<file path="config.mk">
export PLATFORM = sky130hd
export DESIGN_NAME = flash_entry_checksum_flat
export DESIGN_NICKNAME = d
export VERILOG_FILES = /design/src/hw/rtl/fec_pkg.sv /design/src/hw/rtl/fec_in_if.sv /design/src/hw/rtl/fec_out_if.sv /design/src/hw/rtl/flash_entry_checksum.sv /design/src/hw/rtl/fec_ram.sv /design/src/hw/rtl/fec_dp.sv /design/src/hw/rtl/fec_ctrl.sv /design/src/flat_wrapper.sv
export SDC_FILE = /design/constraint.sdc
export NUM_CORES = 2
export LEC_CHECK = 0
export BUFFER_PORTS_ARGS = -buffer_cell sky130_fd_sc_hd__buf_2
export CAP_MARGIN = 20
export CORE_AREA = 2 2 522 524
export CTS_BUF_LIST = sky130_fd_sc_hd__clkbuf_16
export DETAILED_ROUTE_END_ITERATION = 16
export DIE_AREA = 0 0 524 526
export GPL_TIMING_DRIVEN = 1
export PLACE_DENSITY_LB_ADDON = 0.3
export SYNTH_ARGS = -nofsm -noshare
export SYNTH_HDL_FRONTEND = slang
export SYNTH_SLANG_ARGS = --single-unit
</file>
<file path="constraint.sdc">
create_clock -name clk -period 9.8 [get_ports clk]
set_input_delay 0.49 -clock clk [delete_from_list [all_inputs] [get_ports clk]]
set_output_delay 0.49 -clock clk [all_outputs]
set_load 0.005 [all_outputs]
</file>
<file path="src/hw/rtl/fec_pkg.sv">
package fec_pkg;

  // CRC-32 (reflected) and FNV-1a constants.
  localparam logic [31:0] CRC_POLY  = 32'hEDB8_8320;
  localparam logic [31:0] CRC_ONES  = 32'hFFFF_FFFF;
  localparam logic [31:0] FNV_BASIS = 32'h811C_9DC5;
  localparam logic [31:0] FNV_PRIME = 32'h0100_0193;

  // Item kinds on the input channel.
  localparam logic KIND_START = 1'b0;
  localparam logic KIND_DATA  = 1'b1;

  // Header bytes are klen, vlen low, vlen high and two zeros; the hash is four bytes.
  localparam logic [2:0] HDR_LAST  = 3'd4;
  localparam logic [2:0] HASH_LAST = 3'd3;

  // Byte source of the CRC unit.
  typedef enum logic [1:0] {
    SRC_HDR  = 2'd0,
    SRC_HASH = 2'd1,
    SRC_DATA = 2'd2,
    SRC_KEY  = 2'd3
  } crc_src_t;

  // Commands from the controller to the datapath.
  typedef struct packed {
    logic       start_load;
    logic       crc_en;
    crc_src_t   crc_src;
    logic [2:0] byte_idx;
    logic       key_write;
    logic       rem_dec;
    logic       rem_load_key;
    logic       rem_load_val;
    logic       rd_run;
    logic       out_load;
  } fec_cmd_t;

  // Status from the datapath to the controller.
  typedef struct packed {
    logic klen_zero;
    logic vlen_zero;
    logic rem_one;
    logic rd_valid;
    logic rd_last;
    logic out_free;
  } fec_sts_t;

  // One byte step of the reflected CRC-32.
  function automatic logic [31:0] crc_byte(input logic [31:0] c, input logic [7:0] b);
    logic [31:0] r;
    r = c ^ {24'h0, b};
    for (int k = 0; k < 8; k++) begin
      r = (r >> 1) ^ (r[0] ? CRC_POLY : 32'h0);
    end
    return r;
  endfunction

endpackage

</file>
<file path="src/hw/rtl/fec_in_if.sv">
interface fec_in_if;
  logic        valid;
  logic        ready;
  logic        kind;
  logic [7:0]  key_length;
  logic [15:0] value_length;
  logic [7:0]  data_byte;

  modport source (output valid, kind, key_length, value_length, data_byte, input ready);
  modport sink (input valid, kind, key_length, value_length, data_byte, output ready);
endinterface

</file>
<file path="src/hw/rtl/fec_out_if.sv">
interface fec_out_if;
  logic        valid;
  logic        ready;
  logic [31:0] rec_hash;
  logic [31:0] entry_crc;

  modport source (output valid, rec_hash, entry_crc, input ready);
  modport sink (input valid, rec_hash, entry_crc, output ready);
endinterface

</file>
<file path="src/hw/rtl/flash_entry_checksum.sv">
// Check-word builder for one flash key-value record.
// The item channel carries a start transfer (kind 0) with the key and value
// lengths, then one transfer per key byte and per value byte (kind 1). The
// result channel gives one transfer per record: the FNV-1a key hash and the
// CRC-32 over the lengths, the hash, the key and the value.
// A start transfer is followed by the header steps, in which the five header
// bytes enter the CRC; key bytes are then taken one per cycle. After the
// last key byte the four hash bytes enter the CRC and the buffered key is
// read back from the key RAM at one byte per cycle; value bytes are then
// taken one per cycle. The result is loaded in the emit state, once the
// output register is free, after the last byte is folded in.
// Data transfers outside an open record are dropped; a start transfer in an
// open record restarts it with no result for the old one.
// The result sits in an output register, so new items are taken while it
// waits; if a second result is ready before the first is taken, the block
// holds it and stops taking items until the receiver frees the register.
// Reset returns the block to idle and empties the output register.
module flash_entry_checksum
  import fec_pkg::*;
#(
  parameter int KEY_STORE_DEPTH = 256
) (
  input logic      clk,
  input logic      rst,
  fec_in_if.sink   item,
  fec_out_if.source result
);

  fec_cmd_t cmd;
  fec_sts_t sts;

  fec_ctrl u_ctrl (
    .clk      (clk),
    .rst      (rst),
    .in_valid (item.valid),
    .in_kind  (item.kind),
    .in_ready (item.ready),
    .sts      (sts),
    .cmd      (cmd)
  );

  fec_dp #(
    .KEY_STORE_DEPTH (KEY_STORE_DEPTH)
  ) u_dp (
    .clk          (clk),
    .rst          (rst),
    .cmd          (cmd),
    .sts          (sts),
    .key_length   (item.key_length),
    .value_length (item.value_length),
    .data_byte    (item.data_byte),
    .out_valid    (result.valid),
    .out_ready    (result.ready),
    .out_hash     (result.rec_hash),
    .out_crc      (result.entry_crc)
  );

endmodule

</file>
<file path="src/hw/rtl/fec_ram.sv">
module fec_ram #(
  parameter int WIDTH = 8,
  parameter int DEPTH = 256,
  localparam int AW = (DEPTH > 1) ? $clog2(DEPTH) : 1
) (
  input  logic             clk,
  input  logic             we,
  input  logic [AW-1:0]    waddr,
  input  logic [WIDTH-1:0] wdata,
  input  logic [AW-1:0]    raddr,
  output logic [WIDTH-1:0] rdata
);

  logic [WIDTH-1:0] mem [DEPTH];

  // One write port and one registered read port.
  always_ff @(posedge clk) begin
    if (we) begin
      mem[waddr] <= wdata;
    end
    rdata <= mem[raddr];
  end

endmodule

</file>
<file path="src/hw/rtl/fec_dp.sv">
module fec_dp
  import fec_pkg::*;
#(
  parameter int KEY_STORE_DEPTH = 256,
  localparam int AW = (KEY_STORE_DEPTH > 1) ? $clog2(KEY_STORE_DEPTH) : 1
) (
  input  logic        clk,
  input  logic        rst,
  input  fec_cmd_t    cmd,
  output fec_sts_t    sts,
  input  logic [7:0]  key_length,
  input  logic [15:0] value_length,
  input  logic [7:0]  data_byte,
  output logic        out_valid,
  input  logic        out_ready,
  output logic [31:0] out_hash,
  output logic [31:0] out_crc
);

  localparam logic [8:0] DEPTH_LIMIT = 9'(KEY_STORE_DEPTH);

  logic [7:0]  klen;
  logic [15:0] vlen;
  logic [15:0] rem;
  logic [31:0] hash;
  logic [31:0] crc;
  logic [7:0]  wpos;
  logic [7:0]  rcnt;
  logic [7:0]  ccnt;
  logic        rd_pend;
  logic        rd_issue;
  logic [7:0]  klen_clamped;
  logic [7:0]  crc_in;
  logic [31:0] crc_next;
  logic [31:0] hash_next;
  logic [7:0]  ram_rdata;

  // Key lengths beyond the store are cut to its depth.
  assign klen_clamped = ({1'b0, key_length} > DEPTH_LIMIT) ? DEPTH_LIMIT[7:0] : key_length;

  // Byte fed to the CRC unit.
  always_comb begin
    crc_in = 8'h00;
    case (cmd.crc_src)
      SRC_HDR: begin
        case (cmd.byte_idx)
          3'd0:    crc_in = klen;
          3'd1:    crc_in = vlen[7:0];
          3'd2:    crc_in = vlen[15:8];
          default: crc_in = 8'h00;
        endcase
      end
      SRC_HASH: begin
        case (cmd.byte_idx[1:0])
          2'd0:    crc_in = hash[7:0];
          2'd1:    crc_in = hash[15:8];
          2'd2:    crc_in = hash[23:16];
          default: crc_in = hash[31:24];
        endcase
      end
      SRC_DATA: crc_in = data_byte;
      default:  crc_in = ram_rdata;
    endcase
  end

  assign crc_next  = crc_byte(crc, crc_in);
  assign hash_next = (hash ^ {24'h0, data_byte}) * FNV_PRIME;

  // A key buffer read is issued while reads remain.
  assign rd_issue = cmd.rd_run && (rcnt < klen);

  fec_ram #(
    .WIDTH (8),
    .DEPTH (KEY_STORE_DEPTH)
  ) u_key_ram (
    .clk   (clk),
    .we    (cmd.key_write),
    .waddr (wpos[AW-1:0]),
    .wdata (data_byte),
    .raddr (rcnt[AW-1:0]),
    .rdata (ram_rdata)
  );

  // Control flags: result slot and read pipeline.
  always_ff @(posedge clk) begin
    if (rst) begin
      out_valid <= 1'b0;
      rd_pend   <= 1'b0;
    end else begin
      if (cmd.out_load) begin
        out_valid <= 1'b1;
      end else if (out_ready) begin
        out_valid <= 1'b0;
      end
      rd_pend <= cmd.start_load ? 1'b0 : rd_issue;
    end
  end

  // Record registers, accumulators and counters.
  always_ff @(posedge clk) begin
    if (cmd.start_load) begin
      klen <= klen_clamped;
      vlen <= value_length;
      hash <= FNV_BASIS;
      crc  <= CRC_ONES;
      wpos <= 8'd0;
      rcnt <= 8'd0;
      ccnt <= 8'd0;
    end else begin
      if (cmd.crc_en) begin
        crc <= crc_next;
      end
      if (cmd.key_write) begin
        hash <= hash_next;
        wpos <= wpos + 8'd1;
      end
      if (rd_issue) begin
        rcnt <= rcnt + 8'd1;
      end
      if (cmd.rd_run && rd_pend) begin
        ccnt <= ccnt + 8'd1;
      end
    end
    if (cmd.rem_load_key) begin
      rem <= {8'h00, klen};
    end else if (cmd.rem_load_val) begin
      rem <= vlen;
    end else if (cmd.rem_dec) begin
      rem <= rem - 16'd1;
    end
    if (cmd.out_load) begin
      out_hash <= hash;
      out_crc  <= crc ^ CRC_ONES;
    end
  end

  assign sts.klen_zero = (klen == 8'd0);
  assign sts.vlen_zero = (vlen == 16'd0);
  assign sts.rem_one   = (rem == 16'd1);
  assign sts.rd_valid  = rd_pend;
  assign sts.rd_last   = rd_pend && ((ccnt + 8'd1) == klen);
  assign sts.out_free  = !out_valid || out_ready;

endmodule

</file>
<file path="src/hw/rtl/fec_ctrl.sv">
module fec_ctrl
  import fec_pkg::*;
(
  input  logic     clk,
  input  logic     rst,
  input  logic     in_valid,
  input  logic     in_kind,
  output logic     in_ready,
  input  fec_sts_t sts,
  output fec_cmd_t cmd
);

  typedef enum logic [6:0] {
    ST_IDLE = 7'b0000001,
    ST_HDR  = 7'b0000010,
    ST_KEY  = 7'b0000100,
    ST_HASH = 7'b0001000,
    ST_KRD  = 7'b0010000,
    ST_VAL  = 7'b0100000,
    ST_EMIT = 7'b1000000
  } state_t;

  state_t     state;
  state_t     state_next;
  logic [2:0] step;
  logic [2:0] step_next;
  logic       accept;

  assign in_ready = (state == ST_IDLE) || (state == ST_KEY) || (state == ST_VAL);
  assign accept   = in_valid && in_ready;

  // Sequencing of one record.
  always_comb begin
    state_next = state;
    step_next  = step;
    cmd        = '0;
    cmd.crc_src = SRC_HDR;
    unique case (state)
      ST_IDLE: begin
        if (accept && in_kind == KIND_START) begin
          cmd.start_load = 1'b1;
          step_next      = 3'd0;
          state_next     = ST_HDR;
        end
      end
      ST_HDR: begin
        cmd.crc_en   = 1'b1;
        cmd.crc_src  = SRC_HDR;
        cmd.byte_idx = step;
        step_next    = step + 3'd1;
        if (step == HDR_LAST) begin
          step_next = 3'd0;
          if (sts.klen_zero) begin
            state_next = ST_HASH;
          end else begin
            cmd.rem_load_key = 1'b1;
            state_next       = ST_KEY;
          end
        end
      end
      ST_KEY: begin
        if (accept && in_kind == KIND_START) begin
          cmd.start_load = 1'b1;
          step_next      = 3'd0;
          state_next     = ST_HDR;
        end else if (accept) begin
          cmd.key_write = 1'b1;
          cmd.rem_dec   = 1'b1;
          if (sts.rem_one) begin
            step_next  = 3'd0;
            state_next = ST_HASH;
          end
        end
      end
      ST_HASH: begin
        cmd.crc_en   = 1'b1;
        cmd.crc_src  = SRC_HASH;
        cmd.byte_idx = step;
        step_next    = step + 3'd1;
        if (step == HASH_LAST) begin
          step_next = 3'd0;
          if (!sts.klen_zero) begin
            state_next = ST_KRD;
          end else if (sts.vlen_zero) begin
            state_next = ST_EMIT;
          end else begin
            cmd.rem_load_val = 1'b1;
            state_next       = ST_VAL;
          end
        end
      end
      ST_KRD: begin
        // Every key byte read back from the buffer enters the CRC.
        cmd.rd_run  = 1'b1;
        cmd.crc_src = SRC_KEY;
        cmd.crc_en  = sts.rd_valid;
        if (sts.rd_last) begin
          if (sts.vlen_zero) begin
            state_next = ST_EMIT;
          end else begin
            cmd.rem_load_val = 1'b1;
            state_next       = ST_VAL;
          end
        end
      end
      ST_VAL: begin
        if (accept && in_kind == KIND_START) begin
          cmd.start_load = 1'b1;
          step_next      = 3'd0;
          state_next     = ST_HDR;
        end else if (accept) begin
          cmd.crc_en  = 1'b1;
          cmd.crc_src = SRC_DATA;
          cmd.rem_dec = 1'b1;
          if (sts.rem_one) begin
            state_next = ST_EMIT;
          end
        end
      end
      ST_EMIT: begin
        if (sts.out_free) begin
          cmd.out_load = 1'b1;
          state_next   = ST_IDLE;
        end
      end
      default: begin
        state_next = ST_IDLE;
      end
    endcase
  end

  always_ff @(posedge clk) begin
    if (rst) begin
      state <= ST_IDLE;
      step  <= 3'd0;
    end else begin
      state <= state_next;
      step  <= step_next;
    end
  end

endmodule

</file>
<file path="src/flat_wrapper.sv">
// flat-port wrapper written by rule: the top's interface ports become plain ports
module flash_entry_checksum_flat import fec_pkg::*;
#(
  parameter int KEY_STORE_DEPTH = 256
)
  (clk, rst, item_valid, item_kind, item_key_length, item_value_length, item_data_byte, item_ready, result_valid, result_rec_hash, result_entry_crc, result_ready);
  fec_in_if item_i ();
  fec_out_if result_i ();
  input logic clk;
  input logic rst;
  input wire logic [$bits(item_i.valid)-1:0] item_valid;
  input wire logic [$bits(item_i.kind)-1:0] item_kind;
  input wire logic [$bits(item_i.key_length)-1:0] item_key_length;
  input wire logic [$bits(item_i.value_length)-1:0] item_value_length;
  input wire logic [$bits(item_i.data_byte)-1:0] item_data_byte;
  output wire logic [$bits(item_i.ready)-1:0] item_ready;
  output wire logic [$bits(result_i.valid)-1:0] result_valid;
  output wire logic [$bits(result_i.rec_hash)-1:0] result_rec_hash;
  output wire logic [$bits(result_i.entry_crc)-1:0] result_entry_crc;
  input wire logic [$bits(result_i.ready)-1:0] result_ready;
  assign item_i.valid = item_valid;
  assign item_i.kind = item_kind;
  assign item_i.key_length = item_key_length;
  assign item_i.value_length = item_value_length;
  assign item_i.data_byte = item_data_byte;
  assign item_ready = item_i.ready;
  assign result_valid = result_i.valid;
  assign result_rec_hash = result_i.rec_hash;
  assign result_entry_crc = result_i.entry_crc;
  assign result_i.ready = result_ready;
  flash_entry_checksum #(.KEY_STORE_DEPTH(KEY_STORE_DEPTH)) u_core (.clk(clk), .rst(rst), .item(item_i), .result(result_i));
endmodule
</file>
=== After elaboration in Yosys (flattened, before gate mapping) ===
Memories as Yosys holds them, arrays and structs flattened. A register that Yosys moved wholly into a read port is not among the register bits.
Index checks and enable logic that the tools add are counted.

* Register bits: 204
* Memory bits (writable): 2048
* Input port bits: 37
* Output and inout port bits: 66
* Memories kept: 1

{| class="wikitable"
|+ Memories
! name !! words !! bits a word !! read ports !! clocked after Yosys merged registers in !! write ports !! RTL line !! RTL
|-
| u_core.u_dp.u_key_ram.mem || 256 || 8 || 1 || 1 || 1 || fec_ram.sv:14 || <nowiki>logic [WIDTH-1:0] mem [DEPTH];</nowiki>
|}

* Add/subtract/negate cells: 5
* Multipliers: 1
* Magnitude comparators: 2
* Equal/unequal tests: 27
* Muxes and demuxes: 63
* Bitwise operators: 12
* Reduce and logical (&&, ||, !) cells: 24

{| class="wikitable"
|+ Operator list
! operator !! count
|-
| two-way mux 32 bit || 8
|-
| XOR 31 x 32 -> 32 bit || 8
|-
| two-way mux 7 bit || 13
|-
| case mux 8 bit (3 select lines) || 3
|-
| XOR 32 x 8 -> 32 bit || 2
|-
| case mux 7 bit (7 select lines) || 1
|-
| multiplier 32 x 25 -> 32 bit, second input constant || 1
|-
| two-way mux 16 bit || 2
|-
| inverter 32 bit || 1
|-
| two-way mux 3 bit || 9
|-
| adder 8 x 1 -> 8 bit, second input constant || 3
|-
| case mux 3 bit (4 select lines) || 2
|-
| two-way mux 1 bit || 19
|-
| equality test 16 x 1 -> 1 bit, second input constant || 1
|-
| zero test 16 bit || 1
|-
| subtractor 16 x 1 -> 16 bit, second input constant || 1
|-
| greater-than comparator 8 x 9 -> 1 bit, second input constant || 1
|-
| AND reduction 9 bit || 1
|-
| equality test 8 bit || 1
|-
| zero test 8 bit || 1
|-
| less-than comparator 8 bit || 1
|-
| two-way mux 8 bit || 1
|-
| inequality test 2 x 1 -> 1 bit, second input constant || 4
|-
| equality test 7 x 1 -> 1 bit, second input constant || 1
|-
| other kinds (30) || 48
|}

=== Depth between registers and ports, before layout ===
* Depth after elaboration: 26
* Mapped depth: 21

=== Hierarchy ===
From an unflattened synthesis, not the netlist that was laid out.

* Cell total of the unflattened synthesis: 5268
* Area total of the unflattened synthesis: 95078.7 µm²

{| class="wikitable"
|+ By module, submodules not included
! module !! times used !! cells each !! area an instance (µm²) !! seq. area each (µm²)
|-
| fec_ram || 1 || 3733 || 79556.3 || 61659.1
|-
| fec_dp || 1 || 1415 || 14538.9 || 4844.6
|-
| fec_ctrl || 1 || 120 || 983.4 || 200.2
|}

=== Worst setup path before layout ===
OpenSTA, ideal clock, no wires.

* Path type: in2reg
* Start: in item_data_byte[4]
* End: reg u_core.u_dp.hash[30]
* Library setup time: 0.079 ns
* Arrival: 5.367 ns
* Data required time: 9.721 ns
* Path slack: 4.354 ns
* Cell stages on the path: 21
* Cell sequence: xor2_1 ha_1 ha_1 fa_1 ha_1 fa_1 ha_1 inv_1 fa_1 inv_1 ha_1 inv_1 o31ai_1 a31oi_1 o31ai_1 a21oi_1 a21o_1 o21ai_0 and3_1 mux2i_1 o211ai_1

* Longest elaborated chain between the ends: 2

{| class="wikitable"
|+ Ends and longest elaborated chain
! what !! RTL line !! RTL
|-
| start, declared || flat_wrapper.sv:15 || <nowiki>input wire logic [$bits(item_i.data_byte)-1:0] item_data_byte;</nowiki>
|-
| XOR 32 x 8 -> 32 bit || fec_dp.sv:67 || <nowiki>assign hash_next = (hash ^ {24'h0, data_byte}) * FNV_PRIME;</nowiki>
|-
| multiplier 32 x 25 -> 32 bit || fec_dp.sv:67 ||
|-
| end signal, assigned || fec_dp.sv:114 || <nowiki>hash <= hash_next;</nowiki>
|-
| end, declared || fec_dp.sv:25 || <nowiki>logic [31:0] hash;</nowiki>
|}

Every way passes these cells.
A chain may end at the register's enable or synchronous reset.

=== Worst setup path after layout ===
* Start: in item_data_byte[0]
* End: reg u_core.u_dp.hash[30]

The elaborated chain is that of the path after synthesis.

==> impl_metrics.tcl <==
set metrics [dict create \
    status "finished, final reports clean" \
    ys_seq_elements 2260 \
    postCtsResizedCells 0 \
    maxCapViolCount 0 \
    crit_path_cell_trace "dlygate4sd3_1 -> buf_8 -> xor2_1 -> ha_1 -> ha_1 -> fa_1 -> ha_1 -> fa_1 -> ha_1 -> inv_1 -> fa_1 -> inv_1 -> ha_1 -> and3_1 -> and2_1 -> a31oi_1 -> o31ai_1 -> a21oi_1 -> a21o_1 -> o21ai_0 -> a211oi_1 -> mux2i_1 -> o211ai_1" \
    slew_headroom 0.218 \
    numCtsBuffers 225 \
    pre_cts_slack_ps 2890 \
    cts.hold.buffers_added 27 \
    grt_pass1_vias 46800 \
    syn_area_sq_mm 0.0941 \
    initial_core_util 0.349 \
    max-vdd-ir-drop_mv 0.182 \
    fin_crit_sh 0.646 \
    drc 0 \
    met1_usage 0.240 \
    grt_util_met3 0.0356 \
    rr_worst_depth 21 \
    cts_setup_buffers 0 \
    r2r_start "u_core.u_dp.hash[3]" \
    hold_ws_ps 70.7 \
    clkSinkCount 2260 \
    clk_latency_ps 880 \
    portBuffers 102 \
    grt_util_all_layers 0.171 \
    fmax_ghz 0.158 \
    crit_type "primary input to flip-flop" \
    hp-start "item_data_byte[2]" \
    die_w_um 524 \
    crit_buf_inv 4 \
    drt_iter0_drc 5374 \
    grt_max_degree 158 \
    cp_slowest_cell "o31ai_1" \
    mostFrequentLayoutCells "2144 x edfxtp_1, 680 x mux4_2, 354 x nor2_1" \
    globalRoute.busiestLayer "met2" \
    synth_edf_count 2144 \
    cpPeakStageDelay_ps 670 \
    nets 5264 \
    cts_tree "done" \
    pwr-share-clk 0.403 \
    crit_family "adder cells" \
    p_seq_frac 0.504 \
    vias 46400 \
    cp.depth 23 \
    period_minus_slack_ps 6330 \
    netSwitchingFraction 0.235 \
    fin_cells 8721 \
    dpl.hpwl_um 143000 \
    skew_ps 75.7 \
    grt-ovfl-total 0 \
    cp-end-kind "flip-flop" \
    worst_pin_slew_ps 1170 \
    crit_fanout 29 \
    die_y_um 526 \
    dr.pass1.iters 5 \
    layout_setup_ws_ps 3470 \
    crit_top_cell "ha_1" \
    finalHoldViolCount 0 \
    area_growth_pct 13.3 \
    mostFrequentLayoutCell "edfxtp_1" \
    grt_util_met2 0.268 \
    placed_cells 8266 \
    core-area_sq_mm 0.270 \
    rsz0062_at_grt "no" \
    ios 103 \
    rows 191 \
    synthCells 4771 \
    slew_violations 0 \
    wire_per_inst_um 27.1 \
    p_int_mw 16.3 \
    holdPathStages 1 \
    cts-root-buf "clkbuf_16" \
    setup_viol 0 \
    clkSlewWorstSetupHoldPaths_ps 60 \
    hold_path.class "primary input to flip-flop" \
    async_flop_share 0 \
    fin_tns_setup_ps 0 \
    grt_antenna_before_repair 17 \
    synthFlopType "edfxtp_1" \
    final_layout_size_suffix_gt1_frac 0.238 \
    cp-start-kind "primary input" \
    yosysSeqAreaShare 0.709 \
    ys_warn_count 0 \
    worstSetupStartpoint "item_data_byte[0]" \
    post-route-util 0.395 \
    power.switching_mw 5.03 \
    h-tree-depth 4 \
    cp_data_arrival_time_ps 7030 \
    gp_congestion 0.824 \
    critPathRequiredTime_ps 10510 \
    grt_pass1_wl_um 341000 \
    syn_avg_cell_area_sq_um 19.7 \
    pwr-share-comb 0.093 \
    power_density_mw_per_mm2 200 \
    finalWirelength_um 237000 \
    p_leak_nw 33.5 \
    synth.distinct_cells 75 \
    viasPerCell 5.32 \
    clock_path_buffers 3 \
    syn-num-nets 5085 \
    fp.dieArea_sq_mm 0.276 \
    ant_nets 0 \
]
==> sequential cells by signal, indices dropped and copies added, names as in the netlist, 16 cells and up <==
| register | cells |
|---|---|
| u_core.u_dp.out_hash | 32 |
| u_core.u_dp.crc | 32 |
| u_core.u_dp.out_crc | 32 |
| u_core.u_dp.u_key_ram.mem | 2048 |
| u_core.u_dp.rem | 16 |
| u_core.u_dp.hash | 32 |
| u_core.u_dp.vlen | 16 |
==> cell families after synthesis <==
| logic type | synth area share |
|---|---|
| xor+xnor | 0.0165 |
| mux | 0.164 |
| buf+inv | 0.0187 |
| simple gates | 0.0313 |
| compound gates | 0.0186 |
| fa+ha+maj | 0.0427 |
| flops | 0.709 |
==> per-layer routing <==
| metal | up-vias | wire, um |
|---|---|---|
| li1 | 19600 | - |
| met2 | 1619 | 112000 |
| met5 | - | 74 |
| met3 | 356 | 16600 |
| met4 | 10 | 5910 |
| met1 | 24800 | 102000 |
==> path summary, 6_finish.rpt <==
check        slack [ps]                                 to
min reg2reg         460            u_core.u_dp.out_crc[27]
max                3470               u_core.u_dp.hash[30]
min                  70  u_core.u_dp.u_key_ram.mem[253][2]
max reg2reg        3590               u_core.u_dp.hash[30]
==> power groups by stage <==
stage	clock network, mW	logic (mW)	registers (mW)
after CTS	8.78	2.01	10.8
after detailed placement	0	1.98	11.0
after floorplan	0	1.44	10.9
after global placement	0	1.97	11.0
final	8.62	1.98	10.8
after global routing	9.15	2.21	10.8
==> synth_stat cells (all sizes together) (5+ instances only) <==
cell | instances | area, sq um
or3 | 9 | 66.3
a21oi | 84 | 420
edfxtp | 2144 | 64400
nor3 | 23 | 115
o21bai | 5 | 37.5
o211ai | 23 | 178
a21o | 18 | 135
a211oi | 13 | 97.6
fa | 74 | 1480
nor4 | 20 | 153
o31ai | 5 | 37.5
mux4 | 680 | 15300
and3 | 9 | 56.3
nand2 | 128 | 480
xor2 | 47 | 427
o21ai | 59 | 295
xnor2 | 107 | 1130
mux2i | 8 | 80.1
ha | 203 | 2540
o22ai | 5 | 31.3
a22oi | 13 | 97.6
or4 | 11 | 82.6
nand4 | 12 | 75.1
dfxtp | 116 | 2320
nor2 | 354 | 1330
inv | 216 | 811
nor2b | 11 | 68.8
nand3 | 46 | 230
a31oi | 6 | 37.5
buf | 64 | 270
clkbuf | 179 | 672
nand2b | 12 | 75.1
and2 | 9 | 56.3
==> layout make-up <==
type	count	area [sq um]
tap	3570	4470
timing repair buffer	195	1480
clock inverter	194	1700
fill	24000	163000
sequential	2260	66700
antenna	5	12.5
clock buffer	229	5730
inverter	217	816
multi-input combinational	2051	25700
==> metrics by stage <==
stage,instance area (sq um),power (mW)
6_report,107000,21.4
4_1_cts,107000,21.6
2_1_floorplan,94100,12.4
3_5_place_dp,98900,13.0
5_1_grt,107000,22.1
3_3_place_gp,98900,12.9
(Power assumes the default switching activity.)
